$ cat config.mk
export PLATFORM = sky130hd
export DESIGN_NAME = stable_priority_queue_unit
export DESIGN_NICKNAME = d
export VERILOG_FILES = /design/src/sv/spq_pkg.sv /design/src/sv/spq_cell.sv /design/src/sv/stable_priority_queue_unit.sv
export SDC_FILE = /design/constraint.sdc
export NUM_CORES = 2
export LEC_CHECK = 0
export BUFFER_PORTS_ARGS = -buffer_cell sky130_fd_sc_hd__buf_2
export CORE_AREA = 5 5 377 379
export CTS_BUF_LIST = sky130_fd_sc_hd__clkbuf_16
export CTS_CLUSTER_DIAMETER = 120
export DETAILED_ROUTE_END_ITERATION = 8
export DIE_AREA = 0 0 382 384
export SLEW_MARGIN = 0
export SYNTH_ARGS = -nofsm -noshare
export SYNTH_HDL_FRONTEND = slang
export SYNTH_SLANG_ARGS = --single-unit
$ cat constraint.sdc
create_clock -name clk -period 13.1 [get_ports clk]
set_input_delay 0.655 -clock clk [delete_from_list [all_inputs] [get_ports clk]]
set_output_delay 0.655 -clock clk [all_outputs]
set_load 0.01 [all_outputs]
$ cat src/sv/spq_pkg.sv
package spq_pkg;

	localparam int unsigned CAPACITY_DEF      = 16;
	localparam int unsigned PRIORITY_BITS_DEF = 16;

	localparam int unsigned VALUE_W  = 32;
	localparam int unsigned PRIO_W   = 16;
	localparam int unsigned COUNT_W  = 5;
	localparam int unsigned S_DATA_W = 48;
	localparam int unsigned M_DATA_W = 56;

	typedef enum logic {
		ACT_INSERT = 1'b0,
		ACT_REMOVE = 1'b1
	} action_t;

	typedef enum logic [1:0] {
		ST_INSERTED = 2'd0,
		ST_REMOVED  = 2'd1,
		ST_EMPTY    = 2'd2,
		ST_FULL     = 2'd3
	} status_t;

	typedef struct packed {
		logic ins;
		logic rem;
	} cmd_t;

endpackage

$ cat src/sv/spq_cell.sv
module spq_cell import spq_pkg::*; #(
	parameter int unsigned IDX = 0,
	parameter int unsigned PW  = PRIORITY_BITS_DEF,
	parameter int unsigned CW  = 5
) (
	input  logic               clk,
	input  cmd_t               cmd,
	input  logic [CW-1:0]      count,
	input  logic [VALUE_W-1:0] new_value,
	input  logic [PW-1:0]      new_prio,
	input  logic               prev_ge,
	input  logic [VALUE_W-1:0] left_value,
	input  logic [PW-1:0]      left_prio,
	input  logic [VALUE_W-1:0] right_value,
	input  logic [PW-1:0]      right_prio,
	output logic               ge,
	output logic [VALUE_W-1:0] value_q,
	output logic [PW-1:0]      prio_q
);

	logic occupied;

	assign occupied = CW'(IDX) < count;
	assign ge = occupied && ($signed(prio_q) >= $signed(new_prio));

	always_ff @(posedge clk) begin
		if (cmd.ins && !ge) begin
			if (prev_ge) begin
				value_q <= new_value;
				prio_q  <= new_prio;
			end else begin
				value_q <= left_value;
				prio_q  <= left_prio;
			end
		end else if (cmd.rem) begin
			value_q <= right_value;
			prio_q  <= right_prio;
		end
	end

endmodule

$ cat src/sv/stable_priority_queue_unit.sv
// An accepted item's result is registered in the output register.
// Throughput: 1 item per cycle unless stalled; cells compare and shift at once.
// s_tready is high whenever the output register is empty or being taken.
// Reset (arst_n low, asynchronous) empties the queue and the output register;
// cell contents are not cleared and are read only below the held count.
module stable_priority_queue_unit import spq_pkg::*; #(
	parameter int unsigned CAPACITY      = CAPACITY_DEF,
	parameter int unsigned PRIORITY_BITS = PRIORITY_BITS_DEF
) (
	input  logic                clk,
	input  logic                arst_n,
	input  logic                s_tvalid,
	output logic                s_tready,
	input  logic [S_DATA_W-1:0] s_tdata,  // item_value[31:0], item_priority[47:32]
	input  logic                s_tuser,  // action[0]
	output logic                m_tvalid,
	input  logic                m_tready,
	output logic [M_DATA_W-1:0] m_tdata,  // out_value[31:0], out_priority[47:32],
	                                      // entry_count[52:48], zero[55:53]
	output logic [1:0]          m_tuser   // status[1:0]
);

	localparam int unsigned PW = (PRIORITY_BITS < PRIO_W) ? PRIORITY_BITS : PRIO_W;
	localparam int unsigned CW = $clog2(CAPACITY + 1);

	logic [CW-1:0]      count_q;
	logic [CW-1:0]      count_next;
	logic               accept;
	logic               is_remove;
	logic               full;
	logic               empty;
	cmd_t               cmd;
	logic [VALUE_W-1:0] new_value;
	logic [PW-1:0]      new_prio;
	status_t            status;

	logic [VALUE_W-1:0] cell_value [CAPACITY];
	logic [PW-1:0]      cell_prio  [CAPACITY];
	logic               cell_ge    [CAPACITY];

	logic [VALUE_W-1:0] out_value_q;
	logic [PRIO_W-1:0]  out_prio_q;
	logic [COUNT_W-1:0] out_count_q;
	status_t            out_status_q;
	logic               out_valid_q;

	assign s_tready  = !out_valid_q || m_tready;
	assign accept    = s_tvalid && s_tready;
	assign is_remove = (s_tuser == ACT_REMOVE);
	assign full      = (count_q == CW'(CAPACITY));
	assign empty     = (count_q == '0);
	assign new_value = s_tdata[VALUE_W-1:0];
	assign new_prio  = s_tdata[VALUE_W +: PW];

	assign cmd.ins = accept && !is_remove && !full;
	assign cmd.rem = accept && is_remove && !empty;

	always_comb begin
		count_next = count_q;
		if (cmd.ins)
			count_next = count_q + 1'b1;
		else if (cmd.rem)
			count_next = count_q - 1'b1;
	end

	always_comb begin
		if (is_remove)
			status = empty ? ST_EMPTY : ST_REMOVED;
		else
			status = full ? ST_FULL : ST_INSERTED;
	end

	for (genvar i = 0; i < CAPACITY; i++) begin : g_cell
		logic               prev_ge;
		logic [VALUE_W-1:0] left_value;
		logic [PW-1:0]      left_prio;
		logic [VALUE_W-1:0] right_value;
		logic [PW-1:0]      right_prio;

		if (i == 0) begin : g_first
			assign prev_ge    = 1'b1;
			assign left_value = new_value;
			assign left_prio  = new_prio;
		end else begin : g_mid
			assign prev_ge    = cell_ge[i-1];
			assign left_value = cell_value[i-1];
			assign left_prio  = cell_prio[i-1];
		end

		if (i == CAPACITY - 1) begin : g_last
			assign right_value = cell_value[i];
			assign right_prio  = cell_prio[i];
		end else begin : g_inner
			assign right_value = cell_value[i+1];
			assign right_prio  = cell_prio[i+1];
		end

		spq_cell #(
			.IDX (i),
			.PW  (PW),
			.CW  (CW)
		) u_cell (
			.clk         (clk),
			.cmd         (cmd),
			.count       (count_q),
			.new_value   (new_value),
			.new_prio    (new_prio),
			.prev_ge     (prev_ge),
			.left_value  (left_value),
			.left_prio   (left_prio),
			.right_value (right_value),
			.right_prio  (right_prio),
			.ge          (cell_ge[i]),
			.value_q     (cell_value[i]),
			.prio_q      (cell_prio[i])
		);
	end

	always_ff @(posedge clk or negedge arst_n) begin
		if (!arst_n) begin
			count_q     <= '0;
			out_valid_q <= 1'b0;
		end else begin
			count_q <= count_next;
			if (accept)
				out_valid_q <= 1'b1;
			else if (m_tready)
				out_valid_q <= 1'b0;
		end
	end

	always_ff @(posedge clk) begin
		if (accept) begin
			out_status_q <= status;
			out_count_q  <= COUNT_W'(count_next);
			if (cmd.rem) begin
				out_value_q <= cell_value[0];
				out_prio_q  <= PRIO_W'($signed(cell_prio[0]));
			end else begin
				out_value_q <= '0;
				out_prio_q  <= '0;
			end
		end
	end

	assign m_tvalid = out_valid_q;
	assign m_tuser  = out_status_q;
	assign m_tdata  = {3'b000, out_count_q, out_prio_q, out_value_q};

endmodule

# Yosys cells after proc, flatten, opt, wreduce, memory -nomap -nowiden
# Cells that the tools add are included.
# op_classes
n_addsub	2
magnitude_cmp	32
eq_ne	1
n_mux	97
n_reduce_logical	75
# ops
cell	count
32-bit two-way mux	45
16-bit two-way mux	45
16-bit greater-or-equal comparator	16
4-bit by 5-bit < comparator with 1-bit output (first input constant)	8
1-bit logical AND	37
2-bit nonzero test	16
1-bit zero test	20
3-bit by 5-bit < comparator with 1-bit output (first input constant)	4
1-bit by 5-bit < comparator with 1-bit output (first input constant)	2
2-bit by 5-bit < comparator with 1-bit output (first input constant)	2
5-bit two-way mux	2
2-bit two-way mux	3
5-bit by 1-bit adder with 5-bit output (second input constant)	1
5-bit == test (second input constant)	1
5-bit zero test	1
5-bit by 1-bit subtractor with 5-bit output (second input constant)	1
1-bit two-way mux	2
1-bit logical OR	1
# word_totals
ff_bits	829
output_inout_bits	60
word_cells	245

# Depth between registers and ports, before layout
# logic_depth
ltp_word	7
ltp_mapped	15
mapped_depth_nobuf	9

# Modules after synthesis
# A second synthesis with hierarchy kept.
# unflattened
hier_cells	3886
hier_area_um2	52554.2
# modules_own_cells
mod	n_inst	cells_each	area_per_inst_um2
spq_cell (g_cell[13].u_cell ...)	2	219	3171.8
spq_cell (g_cell[0].u_cell)	1	339	3671.0
spq_cell (g_cell[9].u_cell)	1	220	3175.5
spq_cell (g_cell[5].u_cell)	1	219	3173.0
spq_cell (g_cell[2].u_cell)	1	220	3113.0
spq_cell (g_cell[12].u_cell)	1	220	3109.2
spq_cell (g_cell[11].u_cell)	1	220	3103.0
spq_cell (g_cell[10].u_cell)	1	220	3096.7
spq_cell (g_cell[3].u_cell)	1	220	3088.0
spq_cell (g_cell[7].u_cell)	1	240	3074.2
spq_cell (g_cell[8].u_cell)	1	239	3074.2
spq_cell (g_cell[15].u_cell)	1	218	3059.2
spq_cell (g_cell[6].u_cell)	1	237	3044.2
spq_cell (g_cell[4].u_cell)	1	238	3040.4
2 more rows	-	-	-

# Worst setup path after synthesis
# Ideal clock, no wire load.
# synth_path
kind	input-to-reg
from	input port s_tdata[45]
to	register g_cell[0].u_cell.prio_q[0] (enable)
t_arrival_ns	6.546
required_time_ns	12.580
path_slack_ns	6.034
path_stages	12
n_path_buf	4
cell_sequence	clkbuf_1 clkbuf_1 inv_1 ha_1 a21o_1 a21oi_1 nor2_1 a2111oi_1 mux2i_1 buf_2 buf_4 o21ai_0
# synth_between
elab_chain_len	5
# synth_lines
item	line_no	rtl
start, declared	stable_priority_queue_unit.sv:14	input logic [S_DATA_W-1:0] s_tdata,
16-bit greater-or-equal comparator	spq_cell.sv:24	assign ge = occupied && ($signed(prio_q) >= $signed(new_prio));
1-bit logical AND	spq_cell.sv:24	
1-bit zero test	spq_cell.sv:27	if (cmd.ins && !ge) begin
1-bit logical AND	spq_cell.sv:27	
2-bit nonzero test (no line)	-	
end signal, assigned	spq_cell.sv:30	prio_q <= new_prio;
end signal, assigned	spq_cell.sv:33	prio_q <= left_prio;
end signal, assigned	spq_cell.sv:37	prio_q <= right_prio;
end, declared	spq_cell.sv:18	output logic [PW-1:0] prio_q
# No other way between the ends.
# A chain may end at the register's enable or synchronous reset.

# Worst setup path in the final report
# layout_path
from	input port s_tdata[47]
to	register g_cell[6].u_cell.value_q[14] (enable)
# layout_between
elab_chain_len	5
# layout_lines
item	line_no	rtl
16-bit greater-or-equal comparator	spq_cell.sv:24	
1-bit logical AND	spq_cell.sv:24	
1-bit zero test	spq_cell.sv:27	
1-bit logical AND	spq_cell.sv:27	
2-bit nonzero test (no line)	-	
end signal, assigned	spq_cell.sv:29	value_q <= new_value;
end signal, assigned	spq_cell.sv:32	value_q <= left_value;
end signal, assigned	spq_cell.sv:36	value_q <= right_value;
end, declared	spq_cell.sv:17	output logic [VALUE_W-1:0] value_q,
# No other way between the ends.

==> flow_summary.yaml <==
cts:
  cts_resized: 0
  root_buffer: "clkbuf_16"
  worstSkewPairLatency_ns: 0.70
  cts_buffers: 95
  cts-htree-levels: 3
  cts_tree: "done"
  clk_pin_slew_ns: 0.06
  post-cts-setup-buffer-count: 0
  cts.sinks: 829
  clockBufferDepth: 3
critical_path:
  cp_max_fo: 48
  regToRegStartpoint: "count_q[1]"
  reg2regPathDepth: 9
  path_buf_inv: 4
  endpoint_kind: "flop"
  max_stage_delay_ns: 0.88
  required_ns: 13.34
  path_delay_family: "simple AND/OR/NAND/NOR gates"
  start_kind: "input pin"
  r2r_slack_ns: 7.80
  worstSetupPathType: "in2reg"
  timing.critical_path.mode_cell: "buf_4"
  arrival_ns: 5.62
  path_cells: "buf_2 > inv_1 > buf_4 > ha_2 > nand4_2 > or2_1 > a211o_1 > nand2_1 > nor3_1 > o21ai_4 > buf_4 > nand2_4"
  r2r_end: "g_cell[1].u_cell.prio_q[10]"
  cpMaxStageDelayCell: "ha_2"
routing:
  drc: 0
  vias: 35450
  wirelength_um: 149800
  antenna_left: 0
  via_per_inst: 5.841
  first_iter_violations: 3062
  wl_per_cell_um: 24.68
  first_pass_iters: 6
final_layout:
  final_common_cell: "edfxtp_1"
  postLayoutCoreUtil_pct: 39.09
  nNetsFinal: 4492
  final_cell_mix: "823 x edfxtp_1, 465 x a21oi_1, 440 x mux2i_1, 377 x nor2_1, 358 x mux2_2"
  multi_input_area_um2: 22740
  synthToLayoutAreaGrowth_pct: 9.833
  regArea_um2: 24860
  drive_gt1_share_pct: 17.69
  fillers: 13310
  finalInstanceArea_um2: 54140
yosys:
  synthFlopType: "edfxtp_1"
  syn-cell-area_um2: 49290
  yosysTopAreaCellShare_pct: 50.14
  synth_edf_count: 823
  yosys_register_bits: 829
  ys_seq_area_share_pct: 50.44
  async_reset_ff_share_pct: 0.7238
  yosysWarnings: 0
  syn_inst: 4292
  synth_top_area_cell: "edfxtp_1"
  synth.area.top_cells: "edfxtp_1 50%, mux2i_1 9.0%, mux2_2 8.2%, ha_1 6.6%, a21oi_1 4.7%"
  ys_types: 81
  syn_area_per_cell_um2: 11.48
placed_design:
  gp_congestion: 0.8500
  hpwl_um: 96700
  placedInstanceArea_um2: 51140
  port_buffers: 109
  post-place-ws_ns: 7.184
run:
  drv_cap: 0
power:
  leakagePower_nw: 20.24
  irDropWorstVdd_v: 0.00009756
  pwr-share-comb_pct: 32.6
  power_frac_clock_pct: 27.6
  p_sw_share_pct: 34.95
  power_mw: 9.446
  seqPwrFrac_pct: 39.8
  p_int_mw: 6.144
  power.density_nw_per_um2: 174.5
  p_sw_mw: 3.302
global_routing:
  grt_pass1_wl_um: 225900
  grt_remaining_overflow: 0
  track_usage_pct: 19.81
  grt_max_degree: 121
  antenna_found_initial: 4
  first_global_vias: 35760
timing:
  fmax_mhz: 185.9
  skew_ns: 0.02321
  setup_tns_ns: 0
  rsz0062_at_grt: "false"
  setup_slack_ns: 7.720
  finalHoldViolations: 0
  slew_headroom_pct: 16.29
  slew_violations: 0
  fin_crit_ns: 5.380
  period_share_pct: 41.07
  worstMarginPinSlew_ns: 1.256
  setup_viol: 0
floorplanning:
  coreArea_um2: 138500
  dieHeight_um: 384
  die_area_um2: 146700
  start_util_pct: 35.59
  die_w_um: 382
  num_rows: 137
  pin_count: 113
min_path:
  holdPathStages: 2
  hold_end: "m_tvalid"
  min_path_type: "in2reg"
  hold_start: "s_tvalid"
status:
  status: "completed"
[area by class of cell]
class,count,share of cell area (%)
tap,1807,4.176
antenna,5,0.02311
clock buffer,97,4.483
inverter,48,0.3351
sequential,829,45.93
multi-input combinational,3024,42.00
timing repair buffer,182,2.048
clock inverter,76,1.008
[kinds of logic (layout without fill, tap and decap cells)]
| logic type | count (synthesis) | count (layout) | synth area share [%] |
|---|---|---|---|
| AO/OA/AOI/OAI | 1107 | 1107 | 13.47 |
| multiplexers | 820 | 820 | 17.71 |
| other | 1 | 8 | 0.007608 |
| AND/OR/NAND/NOR | 830 | 830 | 7.597 |
| flip-flops | 829 | 829 | 50.44 |
| buffers and inverters | 441 | 403 | 4.112 |
| adder cells (fa/ha/maj) | 259 | 259 | 6.574 |
| XOR/XNOR | 5 | 5 | 0.08884 |
[cells in the mapped netlist, types with 4 or more instances]
master      n
edfxtp_1  823
a21oi_1   465
mux2i_1   441
nor2_1    380
mux2_2    358
ha_1      259
o21ai_0   222
clkbuf_1  221
nand2_1   196
buf_2     126
a31oi_1    98
nand4_1    52
o22ai_1    51
and2_1     49
inv_1      48
a21o_1     40
or3_1      38
a211o_1    35
o22a_1     33
o31ai_1    33
nor3_1     31
buf_4      29
a211oi_1   26
nor2b_1    19
nand3_1    18
o211ai_1   18
a21boi_0   17
a31o_2     17
nand2b_1   17
buf_6      14
mux2_1     10
mux2_4     10
and3_1      6
dfrtp_1     6
o21bai_1    5
a2111o_1    4
a221oi_1    4
and4_1      4
nor4_1      4
xnor2_1     4
[worst max-delay path by stage]
stage                                               to        start  slack (ns)  cells past startpoint
final                     g_cell[6].u_cell.value_q[14]  s_tdata[47]        7.72                     12
after global routing      g_cell[6].u_cell.value_q[19]  s_tdata[47]        7.61                     12
after CTS                  g_cell[1].u_cell.prio_q[10]   count_q[1]        7.85                      9
after detailed placement  g_cell[6].u_cell.value_q[11]  s_tdata[47]        7.18                     12
after global placement    g_cell[6].u_cell.value_q[11]  s_tdata[47]        7.15                     12
after floorplan             g_cell[0].u_cell.prio_q[0]  s_tdata[45]        6.03                     12
[state kept, by name (all words and copies together) (netlist names)]
| signal | flops |
|---|---|
| g_cell.u_cell.value_q | 512 |
| out_count_q | 5 |
| count_q | 5 |
| m_tuser | 2 |
| m_tvalid | 1 |
| out_prio_q | 16 |
| out_value_q | 32 |
| g_cell.u_cell.prio_q | 256 |
[stage by stage]
step	hold slack [ns]	cells
2_1_floorplan	0.3594	4294
5_1_grt	0.1582	6063
3_3_place_gp	0.5101	5889
4_1_cts	0.1373	6063
6_report	0.1803	6068
3_5_place_dp	0.5286	5889
[power groups by stage]
stage                     Sequential, mW  Combinational [mW]  Clock (mW)
final                               3.76                3.08        2.61
after detailed placement            3.81                3.05           0
after floorplan                     3.69                2.29           0
after global routing                3.80                3.32        2.77
after CTS                           3.76                3.06        2.67
after global placement              3.81                2.99           0
[layer usage]
layer / vias to the layer above / share of wire (%) / wire, um / track usage (%)
met5: - / 0 / 0 / 0
met4: 0 / 3.5 / 5234 / 6.508
met3: 236 / 5.7 / 8501 / 3.073
met2: 1180 / 46 / 68170 / 31.94
met1: 17910 / 45 / 67890 / 27.40
li1: 16120 / - / - / -
[what timing repair did]
item	in CTS	in global routing
hold endpoints to repair	6	0
endpoints found under the setup margin	0	0
hold buffers	1	0
No activity file was read; power rests on OpenSTA's default activity.
